**src/rtl/ngga_pkg.sv**
```systemverilog
// shared types and constants for the gga field extractor
// no dependencies; imported by every module of the block

package ngga_pkg;

    localparam logic [7:0] CHAR_DOLLAR = 8'h24;
    localparam logic [7:0] CHAR_COMMA  = 8'h2C;
    localparam logic [7:0] CHAR_ZERO   = 8'h30;
    localparam logic [7:0] CHAR_FIX_RST = 8'h79;

    localparam logic [39:0] HDR_GGA = 40'h4750474741;
    localparam logic [39:0] HDR_GSA = 40'h4750475341;

    localparam int BODY_CNT_W = 7;
    localparam logic [BODY_CNT_W-1:0] BODY_LIMIT = BODY_CNT_W'(70);

    localparam int UTC_LEN = 6;
    localparam int LAT_LEN = 9;
    localparam int LON_LEN = 10;
    localparam int SAT_LEN = 2;
    localparam int ALT_LEN = 5;
    localparam int REPORT_LEN = 33;
    localparam int RPT_IDX_W = $clog2(REPORT_LEN);

    localparam int QUEUE_DEPTH = 4;
    localparam int QPTR_W = $clog2(QUEUE_DEPTH);

    // one accepted word after classification
    typedef struct packed {
        logic       is_report;
        logic       is_dollar;
        logic       is_comma;
        logic [7:0] data;
    } item_t;

    typedef struct packed {
        logic  valid;
        item_t item;
    } q_head_t;

    typedef logic [REPORT_LEN-1:0][7:0] rec_t;

endpackage

```
**src/rtl/ngga_front.sv**
```systemverilog
// input stage: accepts words and tags them as report request, dollar or comma
// depends on ngga_pkg

module ngga_front (
    input  logic          aclk,
    input  logic          aresetn,
    input  logic          s_tvalid,
    output logic          s_tready,
    input  logic [7:0]    s_tdata,
    input  logic [0:0]    s_tuser,
    output logic          push,
    output ngga_pkg::item_t push_item,
    input  logic          q_full
);
    import ngga_pkg::*;

    logic  valid_reg, valid_next;
    item_t item_reg, item_next;
    logic  accept;

    assign push     = valid_reg & ~q_full;
    assign s_tready = ~valid_reg | ~q_full;
    assign accept   = s_tvalid & s_tready;
    assign push_item = item_reg;

    always_comb begin
        valid_next = valid_reg;
        item_next  = item_reg;
        if (accept) begin
            valid_next          = 1'b1;
            item_next.is_report = s_tuser[0];
            item_next.is_dollar = ~s_tuser[0] & (s_tdata == CHAR_DOLLAR);
            item_next.is_comma  = ~s_tuser[0] & (s_tdata == CHAR_COMMA);
            item_next.data      = s_tdata;
        end else if (push) begin
            valid_next = 1'b0;
        end
    end

    always_ff @(posedge aclk) begin
        if (!aresetn) begin
            valid_reg <= 1'b0;
        end else begin
            valid_reg <= valid_next;
        end
        item_reg <= item_next;
    end

endmodule

```
**src/rtl/ngga_queue.sv**
```systemverilog
// short fifo of classified words between the front and the back
// depends on ngga_pkg

module ngga_queue (
    input  logic            aclk,
    input  logic            aresetn,
    input  logic            push,
    input  ngga_pkg::item_t push_item,
    output logic            q_full,
    output ngga_pkg::q_head_t head,
    input  logic            pop
);
    import ngga_pkg::*;

    item_t               entry_reg [QUEUE_DEPTH];
    logic [QPTR_W-1:0]   wr_ptr_reg, wr_ptr_next;
    logic [QPTR_W-1:0]   rd_ptr_reg, rd_ptr_next;
    logic [QPTR_W:0]     count_reg, count_next;
    logic                do_push, do_pop;

    assign q_full     = (count_reg == (QPTR_W+1)'(QUEUE_DEPTH));
    assign head.valid = (count_reg != '0);
    assign head.item  = entry_reg[rd_ptr_reg];
    assign do_push    = push & ~q_full;
    assign do_pop     = pop & head.valid;

    always_comb begin
        wr_ptr_next = wr_ptr_reg + QPTR_W'(do_push);
        rd_ptr_next = rd_ptr_reg + QPTR_W'(do_pop);
        count_next  = count_reg + (QPTR_W+1)'(do_push) - (QPTR_W+1)'(do_pop);
    end

    always_ff @(posedge aclk) begin
        if (!aresetn) begin
            wr_ptr_reg <= '0;
            rd_ptr_reg <= '0;
            count_reg  <= '0;
        end else begin
            wr_ptr_reg <= wr_ptr_next;
            rd_ptr_reg <= rd_ptr_next;
            count_reg  <= count_next;
        end
        if (do_push) begin
            entry_reg[wr_ptr_reg] <= push_item;
        end
    end

endmodule

```
**src/rtl/ngga_parse.sv**
```systemverilog
// sentence parser: header match, field counting and ascii field store
// depends on ngga_pkg

module ngga_parse (
    input  logic              aclk,
    input  logic              aresetn,
    input  ngga_pkg::q_head_t head,
    input  logic              rpt_busy,
    output logic              pop_text,
    output ngga_pkg::rec_t    rec
);
    import ngga_pkg::*;

    typedef enum logic [1:0] {
        MODE_IDLE,
        MODE_HEADER,
        MODE_GGA,
        MODE_GSA
    } mode_t;

    mode_t                 mode_reg, mode_next;
    logic [31:0]           hdr_reg, hdr_next;
    logic [39:0]           hdr_full;
    logic [BODY_CNT_W-1:0] cnt_reg, cnt_next;
    logic [3:0]            fld_reg, fld_next;
    logic [3:0]            chr_reg, chr_next;

    logic [7:0] utc_reg [UTC_LEN];
    logic [7:0] utc_next [UTC_LEN];
    logic [7:0] lat_reg [LAT_LEN];
    logic [7:0] lat_next [LAT_LEN];
    logic [7:0] lon_reg [LON_LEN];
    logic [7:0] lon_next [LON_LEN];
    logic [7:0] sat_reg [SAT_LEN];
    logic [7:0] sat_next [SAT_LEN];
    logic [7:0] alt_reg [ALT_LEN];
    logic [7:0] alt_next [ALT_LEN];
    logic [7:0] fix_reg, fix_next;

    logic [7:0] c;
    logic       gga_char;

    assign pop_text = head.valid & ~head.item.is_report & ~rpt_busy;
    assign c        = head.item.data;
    assign hdr_full = {hdr_reg, c};

    always_comb begin
        mode_next = mode_reg;
        hdr_next  = hdr_reg;
        cnt_next  = cnt_reg;
        fld_next  = fld_reg;
        chr_next  = chr_reg;
        fix_next  = fix_reg;
        utc_next  = utc_reg;
        lat_next  = lat_reg;
        lon_next  = lon_reg;
        sat_next  = sat_reg;
        alt_next  = alt_reg;
        gga_char  = 1'b0;
        if (pop_text) begin
            if (head.item.is_dollar) begin
                mode_next = MODE_HEADER;
                hdr_next  = '0;
                cnt_next  = '0;
                fld_next  = '0;
                chr_next  = '0;
            end else begin
                unique case (mode_reg)
                    MODE_HEADER: begin
                        hdr_next = hdr_full[31:0];
                        cnt_next = cnt_reg + 1'b1;
                        if (cnt_reg == BODY_CNT_W'(4)) begin
                            cnt_next = '0;
                            fld_next = '0;
                            chr_next = '0;
                            if (hdr_full == HDR_GGA) begin
                                mode_next = MODE_GGA;
                            end else if (hdr_full == HDR_GSA) begin
                                mode_next = MODE_GSA;
                            end else begin
                                mode_next = MODE_IDLE;
                            end
                        end
                    end
                    MODE_GGA, MODE_GSA: begin
                        if (cnt_reg >= BODY_LIMIT) begin
                            mode_next = MODE_IDLE;
                        end else begin
                            cnt_next = cnt_reg + 1'b1;
                            if (mode_reg == MODE_GSA) begin
                                if (cnt_reg == BODY_CNT_W'(3)) begin
                                    fix_next = c;
                                end
                            end else if (head.item.is_comma) begin
                                if (fld_reg != 4'hF) begin
                                    fld_next = fld_reg + 1'b1;
                                end
                                chr_next = '0;
                            end else begin
                                gga_char = 1'b1;
                                if (chr_reg != 4'hF) begin
                                    chr_next = chr_reg + 1'b1;
                                end
                            end
                        end
                    end
                    default: begin
                        mode_next = MODE_IDLE;
                    end
                endcase
            end
        end
        // characters past a field's size fall outside every position
        if (gga_char) begin
            for (int i = 0; i < UTC_LEN; i++) begin
                if (fld_reg == 4'd1 && chr_reg == 4'(i)) utc_next[i] = c;
            end
            for (int i = 0; i < LAT_LEN; i++) begin
                if (fld_reg == 4'd2 && chr_reg == 4'(i)) lat_next[i] = c;
            end
            for (int i = 0; i < LON_LEN; i++) begin
                if (fld_reg == 4'd4 && chr_reg == 4'(i)) lon_next[i] = c;
            end
            for (int i = 0; i < SAT_LEN; i++) begin
                if (fld_reg == 4'd7 && chr_reg == 4'(i)) sat_next[i] = c;
            end
            for (int i = 0; i < ALT_LEN; i++) begin
                if (fld_reg == 4'd9 && chr_reg == 4'(i)) alt_next[i] = c;
            end
        end
    end

    always_comb begin
        for (int i = 0; i < UTC_LEN; i++) rec[i] = utc_reg[i];
        for (int i = 0; i < LAT_LEN; i++) rec[UTC_LEN + i] = lat_reg[i];
        for (int i = 0; i < LON_LEN; i++) rec[UTC_LEN + LAT_LEN + i] = lon_reg[i];
        rec[UTC_LEN + LAT_LEN + LON_LEN] = fix_reg;
        for (int i = 0; i < SAT_LEN; i++) begin
            rec[UTC_LEN + LAT_LEN + LON_LEN + 1 + i] = sat_reg[i];
        end
        for (int i = 0; i < ALT_LEN; i++) begin
            rec[UTC_LEN + LAT_LEN + LON_LEN + 1 + SAT_LEN + i] = alt_reg[i];
        end
    end

    always_ff @(posedge aclk) begin
        if (!aresetn) begin
            mode_reg <= MODE_IDLE;
            hdr_reg  <= '0;
            cnt_reg  <= '0;
            fld_reg  <= '0;
            chr_reg  <= '0;
            fix_reg  <= CHAR_FIX_RST;
            for (int i = 0; i < UTC_LEN; i++) utc_reg[i] <= CHAR_ZERO;
            for (int i = 0; i < LAT_LEN; i++) lat_reg[i] <= CHAR_ZERO;
            for (int i = 0; i < LON_LEN; i++) lon_reg[i] <= CHAR_ZERO;
            for (int i = 0; i < SAT_LEN; i++) sat_reg[i] <= CHAR_ZERO;
            for (int i = 0; i < ALT_LEN; i++) alt_reg[i] <= CHAR_ZERO;
        end else begin
            mode_reg <= mode_next;
            hdr_reg  <= hdr_next;
            cnt_reg  <= cnt_next;
            fld_reg  <= fld_next;
            chr_reg  <= chr_next;
            fix_reg  <= fix_next;
            utc_reg  <= utc_next;
            lat_reg  <= lat_next;
            lon_reg  <= lon_next;
            sat_reg  <= sat_next;
            alt_reg  <= alt_next;
        end
    end

endmodule

```
**src/rtl/ngga_report.sv**
```systemverilog
// report sequencer: walks the 33-byte record into the output register
// depends on ngga_pkg

module ngga_report (
    input  logic              aclk,
    input  logic              aresetn,
    input  ngga_pkg::q_head_t head,
    input  ngga_pkg::rec_t    rec,
    output logic              busy,
    output logic              pop_rpt,
    output logic              m_tvalid,
    input  logic              m_tready,
    output logic [7:0]        m_tdata,
    output logic              m_tlast
);
    import ngga_pkg::*;

    logic                 busy_reg, busy_next;
    logic [RPT_IDX_W-1:0] idx_reg, idx_next;
    logic                 valid_reg, valid_next;
    logic [7:0]           data_reg, data_next;
    logic                 last_reg, last_next;
    logic                 load, at_end;

    // record stays frozen while busy since no text word is popped meanwhile
    assign pop_rpt  = head.valid & head.item.is_report & ~busy_reg;
    assign busy     = busy_reg;
    assign load     = busy_reg & (~valid_reg | m_tready);
    assign at_end   = (idx_reg == RPT_IDX_W'(REPORT_LEN - 1));
    assign m_tvalid = valid_reg;
    assign m_tdata  = data_reg;
    assign m_tlast  = last_reg;

    always_comb begin
        busy_next  = busy_reg;
        idx_next   = idx_reg;
        valid_next = valid_reg;
        data_next  = data_reg;
        last_next  = last_reg;
        if (pop_rpt) begin
            busy_next = 1'b1;
            idx_next  = '0;
        end
        if (load) begin
            valid_next = 1'b1;
            data_next  = rec[idx_reg];
            last_next  = at_end;
            idx_next   = idx_reg + 1'b1;
            if (at_end) begin
                busy_next = 1'b0;
            end
        end else if (m_tready) begin
            valid_next = 1'b0;
        end
    end

    always_ff @(posedge aclk) begin
        if (!aresetn) begin
            busy_reg  <= 1'b0;
            idx_reg   <= '0;
            valid_reg <= 1'b0;
        end else begin
            busy_reg  <= busy_next;
            idx_reg   <= idx_next;
            valid_reg <= valid_next;
        end
        data_reg <= data_next;
        last_reg <= last_next;
    end

endmodule

```
**src/rtl/nmea_gga_field_extractor.sv**
```systemverilog
// top level of the gga field extractor: front stage, queue, parser and report
// depends on ngga_pkg, ngga_front, ngga_queue, ngga_parse, ngga_report
//
//   bus   | dir | tdata         | tuser / tlast
//   s_*   | in  | [7:0] rx_byte | tuser[0] action (1 = report request)
//   m_*   | out | [7:0] out_byte| tlast on the 33rd report byte
//
// a text word is parsed as it leaves the queue; words may follow back to back
// a report request gives 33 words, one a cycle while m_tready is high
// text words behind a report wait in the 4-deep queue until its last byte is loaded
// aresetn (synchronous) restores all fields to ascii zero and fix mode to 'y'
// either side may stall without loss; the queue lets the input run on meanwhile

module nmea_gga_field_extractor (
    input  logic       aclk,
    input  logic       aresetn,
    input  logic       s_tvalid,
    output logic       s_tready,
    input  logic [7:0] s_tdata,   // [7:0] rx_byte
    input  logic [0:0] s_tuser,   // [0] action
    output logic       m_tvalid,
    input  logic       m_tready,
    output logic [7:0] m_tdata,   // [7:0] out_byte
    output logic       m_tlast
);
    import ngga_pkg::*;

    logic    push, q_full, pop_text, pop_rpt, rpt_busy;
    item_t   push_item;
    q_head_t head;
    rec_t    rec;

    ngga_front u_front (
        .aclk      (aclk),
        .aresetn   (aresetn),
        .s_tvalid  (s_tvalid),
        .s_tready  (s_tready),
        .s_tdata   (s_tdata),
        .s_tuser   (s_tuser),
        .push      (push),
        .push_item (push_item),
        .q_full    (q_full)
    );

    ngga_queue u_queue (
        .aclk      (aclk),
        .aresetn   (aresetn),
        .push      (push),
        .push_item (push_item),
        .q_full    (q_full),
        .head      (head),
        .pop       (pop_text | pop_rpt)
    );

    ngga_parse u_parse (
        .aclk     (aclk),
        .aresetn  (aresetn),
        .head     (head),
        .rpt_busy (rpt_busy),
        .pop_text (pop_text),
        .rec      (rec)
    );

    ngga_report u_report (
        .aclk     (aclk),
        .aresetn  (aresetn),
        .head     (head),
        .rec      (rec),
        .busy     (rpt_busy),
        .pop_rpt  (pop_rpt),
        .m_tvalid (m_tvalid),
        .m_tready (m_tready),
        .m_tdata  (m_tdata),
        .m_tlast  (m_tlast)
    );

endmodule

```
**config.mk**
```make
export PLATFORM = sky130hd
export DESIGN_NAME = nmea_gga_field_extractor
export DESIGN_NICKNAME = d
export VERILOG_FILES = /design/src/rtl/ngga_pkg.sv /design/src/rtl/ngga_front.sv /design/src/rtl/ngga_queue.sv /design/src/rtl/ngga_parse.sv /design/src/rtl/ngga_report.sv /design/src/rtl/nmea_gga_field_extractor.sv
export SDC_FILE = /design/constraint.sdc
export NUM_CORES = 1
export LEC_CHECK = 0
export BUFFER_PORTS_ARGS = -buffer_cell sky130_fd_sc_hd__buf_2
export CORE_MARGIN = 4
export CORE_UTILIZATION = 40
export DETAILED_ROUTE_END_ITERATION = 10
export PLACE_DENSITY = 0.62
export SETUP_SLACK_MARGIN = 0.02
export SLEW_MARGIN = 25
export SYNTH_ARGS = -nofsm -noshare
export SYNTH_HDL_FRONTEND = slang
export SYNTH_SLANG_ARGS = --single-unit
```
**constraint.sdc**
```tcl
create_clock -name aclk -period 4.4 [get_ports aclk]
set_input_delay 0 -clock aclk [delete_from_list [all_inputs] [get_ports aclk]]
set_output_delay 0 -clock aclk [all_outputs]
set_load 0.05 [all_outputs]
```
* Word-level counts from Yosys, hierarchy flattened
Memory sizes are Yosys's and may differ from the RTL's. A register that Yosys moved wholly into a read port is not among the register bits.
Cells that the tools add are included.
** Word-level totals
- Register bits after elaboration :: 349
- Memories :: 1
- Word-level logic and storage cells :: 241
- Memory bits (writable) :: 44
- Output and inout bits :: 11
** Cells by class
- Bitwise gates (word level) :: 22
- Order comparisons :: 2
- Reductions and logical operators :: 78
- Mux-type cells :: 45
- Add/sub/neg operators :: 8
- Equal/unequal tests :: 34
** Memories
- u_queue.entry_reg :: depth 4, bits a word 11, read ports 1, clocked after Yosys merged registers in 1, write ports 1, RTL line ngga_queue.sv:15 : item_t entry_reg [QUEUE_DEPTH];
** Operator list (count)
- 40-bit by 39-bit equality test with 1-bit output, second input constant :: 2
- 2-bit AND reduction :: 33
- 32-bit two-way mux :: 2
- 8-bit binary-select mux with 6-bit select :: 1
- 4-bit two-way mux :: 11
- 1-bit logical AND :: 32
- 4-bit by 3-bit equality test with 1-bit output, second input constant :: 6
- 7-bit two-way mux :: 3
- 8-bit by 6-bit equality test with 1-bit output, second input constant :: 2
- 4-bit case mux with 2 select lines :: 2
- 1-bit two-way mux :: 15
- 7-bit case mux with 2 select lines :: 1
- 4-bit by 2-bit equality test with 1-bit output, second input constant :: 3
- 4-bit equality test, second input constant :: 3
- 2-bit two-way mux :: 6
- 6-bit two-way mux :: 2
- 6-bit AND reduction :: 2
- 1-bit AND :: 11
- 3-bit by 2-bit inequality test with 1-bit output, second input constant :: 3
- 3-bit inequality test, second input constant :: 3
- 4-bit by 1-bit adder with 4-bit output, second input constant :: 2
- 4-bit by 1-bit equality test with 1-bit output, second input constant :: 2
- 8-bit two-way mux :: 1
- 4-bit inequality test, second input constant :: 2
- 23 further kinds :: 39

* Logic depth before layout (Yosys ltp)
- Depth in word-level cells :: 7
- Gate-level depth with buffers :: 9
- Mapped depth without buffers :: 8

* Hierarchy
Synthesis repeated with hierarchy kept, for this count alone.
** Unflattened totals
- Cells, all modules :: 1735
- Area, all modules :: 18084.8 sq um
** By module, submodules not included
- ngga_parse :: area an instance 12638.4 sq um, cells an instance 1338, instances 1
- ngga_report :: area an instance 3071.7 sq um, cells an instance 282, instances 1
- ngga_queue :: area an instance 1954.4 sq um, cells an instance 92, instances 1
- ngga_front :: area an instance 414.1 sq um, cells an instance 22, instances 1
- nmea_gga_field_extractor :: area an instance 6.3 sq um, cells an instance 1, instances 1

* Worst setup path after synthesis
OpenSTA, ideal clock, no wires.
- Path kind :: register to register
- Start :: reg u_report.idx_reg[1]
- End :: reg u_report.data_reg[4] (netlist: u_report.m_tdata[4]) (data pin)
- Buffers on the path :: 3
- Data arrival time :: 2.325 ns
- Cell stages (with the launch flop) :: 8
- Clock period less this slack :: 2.595 ns
- Setup time :: 0.270 ns
- Path slack :: 1.805 ns
- Path through :: dfxtp_1 > clkbuf_1 > buf_1 > clkbuf_1 > mux4_2 > mux4_2 > inv_1 > a21oi_1
** Between the ends
- Cells in the longest elaborated chain, start to end :: 2
** Ends and longest elaborated chain
- from (decl) :: RTL line ngga_report.sv:19 : logic [RPT_IDX_W-1:0] idx_reg, idx_next;
- from (signal assigned) :: RTL line ngga_report.sv:64 : idx_reg <= idx_next;
- 8-bit binary-select mux with 6-bit select :: RTL line ngga_report.sv:46 : data_next = rec[idx_reg];
- 8-bit two-way mux (not written as such) :: RTL line ngga_report.sv:46
- to (signal assigned) :: RTL line ngga_report.sv:67 : data_reg <= data_next;
- to (decl) :: RTL line ngga_report.sv:21 : logic [7:0] data_reg, data_next;
No other way between the ends. The select of a mux whose other input is x is not followed.
A chain may end at the register's enable or synchronous reset.

==> results.md <==
* Final TNS setup at 0 ns
* Worst r2r src: u_queue.rd_ptr_reg[0]
* PortBufs at 23
* Share of cells above drive strength 1 at 15.3%
* Worst setup SP type: register
* Tightest Pin Transition at between 1 and 1.5 ns
* Reg2Reg Setup Slack at 1.10 ns
* CTS max path bufs at 3
* Die area at about 46,000 sq um
* Arrival time at the worst endpoint at 3.67 ns
* Dpl hpwl at around 27,000 um
* Biggest area consumer among synthesized cells: dfxtp_1
* Data required time of the worst path at 4.77 ns
* Post-DR wirelength/cell at 20.1 um
* Vias per cell at 5.65
* Post-route ant nets at 0
* P per Cell Area at approximately 470 nW/um^2
* Crit-path max FO at 18
* Fillcell total at about 3,900
* Hold endpoint: u_parse.fix_reg[3]
* Warnings from Yosys at 0
* Largest stage delay on the critical path at 0.69 ns
* Final wirelength at 42,000 um
* PostCTS Resize Cnt at 0
* RSZ-0062 raised after global routing: false
* Synth Flop Type: dfxtp_1
* Crit path capture type: register
* Initial antenna violation count at 1
* Final net count at 1,552
* Initial Utilization at around two fifths
* Tot GR Track Use at between 10% and 20%
* Clk pwr share at 39.4%
* DIE WIDTH at about 210 um
* ANT cells at 0
* Yosys cell types at 59
* Largest cells by area after synthesis: dfxtp_1 (39%), mux2i_1 (12%), edfxtp_1 (11%)
* Reg2Reg Depth at 5
* Vias in the first global route at 11,500
* Min-delay src: aresetn
* Num CTS Buffers at 41
* Seq cells post-synth at 393
* Worst slew margin at 29.1%
* Switching part of the total at just under 30%
* CTS tree: done
* Gr ovfl total at 0
* Cell family with most CP delay: simple AND/OR/NAND/NOR gates
* P&R area growth vs syn at 11.7%
* Pwr Total at between 8 and 9 mW
* Core region area at between 40,000 and 50,000 sq um
* DIE HEIGHT at around 210 um
* H-tree levels at 2
* 1st-iter DRT viols at 1,029
* Rows at 75
* Post-synthesis sequential area ratio at between 40% and 50%
* Leak Pwr at 7.84 nW
* Final-report setup violation count at 0
* Net count after synthesis at 1,580
* Synth top area share at 38.5%
* Cells after Synth at 1,549
* Final WS setup at about 1.1 ns
* Worst min-delay path class: in2reg
* Peak Freq at 303 MHz
* Worst reg2reg endpoint: u_parse.rec[47]
* Vias at 11,800
* EDFF count, synth at 64
* Switch Pwr at 2.63 mW
* Drt first pass iters at 6
* Slew Viols, Final at 0
* I/O pins at 24
* Hold Slack at between 0.04 and 0.05 ns
* Mapped Avg Cell Area at 11.0 sq um
* Clk pin slew, worst setup/hold paths at 0.06 ns
* Residual DRC at 0
* Internal at between 6 and 7 mW
* Post-route clock period utilization at 75.1%
* Buf/Inv on CP at 0
* Comb power frac at 17.3%
* Largest net degree at the start of global routing at 95
* Minimum clock period at 3.30 ns
* Clk_lat worst skew at 0.55 ns
* Slowest-stage cell, CP: nor3_4
* CTS sink cnt at 393
* Max cap viols at 0
* Seq pwr share at 43.2%
* Final Hold Fails at 0
* Post-synthesis cell area at 17,100 sq um
* Global placer's final weighted congestion at 0.826
* Peak supply drop at 0.333 mV
* CP Class: reg2reg
* Max reg flops at 256
* Place WS at 1.17 ns
* Cells along the critical path: mux4_2, or3_1, nor3_4, nand4b_1, mux2i_1
* Hold depth at 2
* First-pass GRT wire length at 66,000 um
* Clock root buffer: clkbuf_16
* Async SR Flop Fraction at 0%
* Clock Skew at 0.0224 ns
* Outcome: complete, no violations
layout make-up:
| type | instances | area (sq um) | area share, % |
|---|---|---|---|
| flip-flops and latches | 393 | 8520 | 44.6 |
| multi-input cells | 1004 | 7970 | 41.8 |
| clock buffers | 65 | 1320 | 6.94 |
| well taps | 539 | 674 | 3.53 |
| repair buffers | 57 | 425 | 2.23 |
| inverters | 24 | 92.6 | 0.485 |
| clock inverters | 10 | 78.8 | 0.413 |
synth_stat cells (all sizes together), types with 2 or more instances:
cell type	n
nor3b	3
nand2	148
and3	14
mux2i	211
o32ai	2
a311oi	2
nor3	7
nor4	5
a221oi	6
a31o	4
o21ai	62
and2	5
mux2	11
or4	5
nand2b	6
nor4b	16
nand3	52
dfxtp	329
nor2b	3
or3	5
nand4b	10
nor4bb	5
o22ai	4
edfxtp	64
o211ai	28
o21a	2
mux4	82
nand3b	8
nor2	169
xnor2	4
buf	28
nand4	24
a31oi	7
ha	17
clkbuf	100
a22oi	33
inv	24
o31ai	4
a21oi	29
a41oi	2
through the flow:
stage | std cells | instance area [sq um] | util [%]
detailed placement | 2006 | 17600 | 41.8
global route | 2092 | 19100 | 45.4
finish | 2092 | 19100 | 45.4
global placement | 2006 | 17600 | 41.8
floorplan | 1549 | 17100 | -
CTS | 2092 | 19100 | 45.4
cells by family after synthesis:
family	after synthesis	share of synthesized area, %
and+or+nand+nor	489	14.1
DFF	393	49.8
muxes	304	23.9
AOI/OAI and AO/OA	188	6.99
buffers and inverters	152	3.65
adders and majority gates	18	1.36
xor gates and xnor gates	5	0.256
how the worst max path moves through the flow:
stage	start	end	slack, ns	cells past startpoint
3_5_place_dp	u_queue.rd_ptr_reg[0]	u_parse.rec[46]	1.17	5
6_report	u_queue.rd_ptr_reg[0]	u_parse.rec[47]	1.10	5
5_1_grt	u_queue.rd_ptr_reg[0]	u_parse.rec[190]	0.82	5
3_3_place_gp	u_queue.rd_ptr_reg[0]	u_parse.rec[78]	1.18	6
2_1_floorplan	u_report.idx_reg[1]	u_report.m_tdata[4]	1.80	7
4_1_cts	u_queue.rd_ptr_reg[0]	u_parse.rec[47]	1.10	5
routing by layer:
layer	vias to the layer above	GRT usage, %	routed length (um)
li1	5595	-	-
met1	5856	25.4	19800
met2	285	27.8	18900
met3	84	3.00	2100
met4	0	5.58	1210
met5	-	0	0
repair_timing:
item | in CTS | in global routing
hold buffers | 11 | 0
buffers inserted | 0 | 0
endpoints found under the hold margin | 14 | 0
power groups by stage:
stage / Sequential, mW / Combinational [mW] / Clock, mW
after global placement: 3.95 / 1.53 / 0
after CTS: 3.88 / 1.57 / 3.62
after detailed placement: 3.96 / 1.55 / 0
after floorplan: 3.94 / 1.08 / 0
final: 3.88 / 1.56 / 3.54
after global routing: 3.89 / 1.68 / 3.77
worst reg2reg max path: stages (launching register included):
cell and delay [ns]:
dfxtp_1 0.35, mux4_2 0.59, or3_1 0.58, nor3_4 0.69, nand4b_1 0.64, mux2i_1 0.27
cell usage in the layout (no fill, tap or decap), types with 6 or more instances in the layout:
cell type      instances
and3_1                13
inv_1                 22
o211ai_1              28
a221oi_1               6
ha_1                  17
nor2_1               168
dfxtp_1              326
nand2_1              147
nand3_1               52
nand4_1               16
a22oi_1               33
dlygate4sd3_1         11
clkbuf_16             45
clkbuf_8              12
nand2b_1               6
clkinv_2               8
a21oi_1               29
a31oi_1                7
o21ai_0               58
edfxtp_1              64
clkbuf_1               6
nand3b_1               8
mux2i_1              211
nor4b_1               12
mux4_2                82
nand4_2                8
buf_4                 22
buf_2                 22
nand4b_1              10
mux2_2                11
Power figures use the tool's default switching activity.
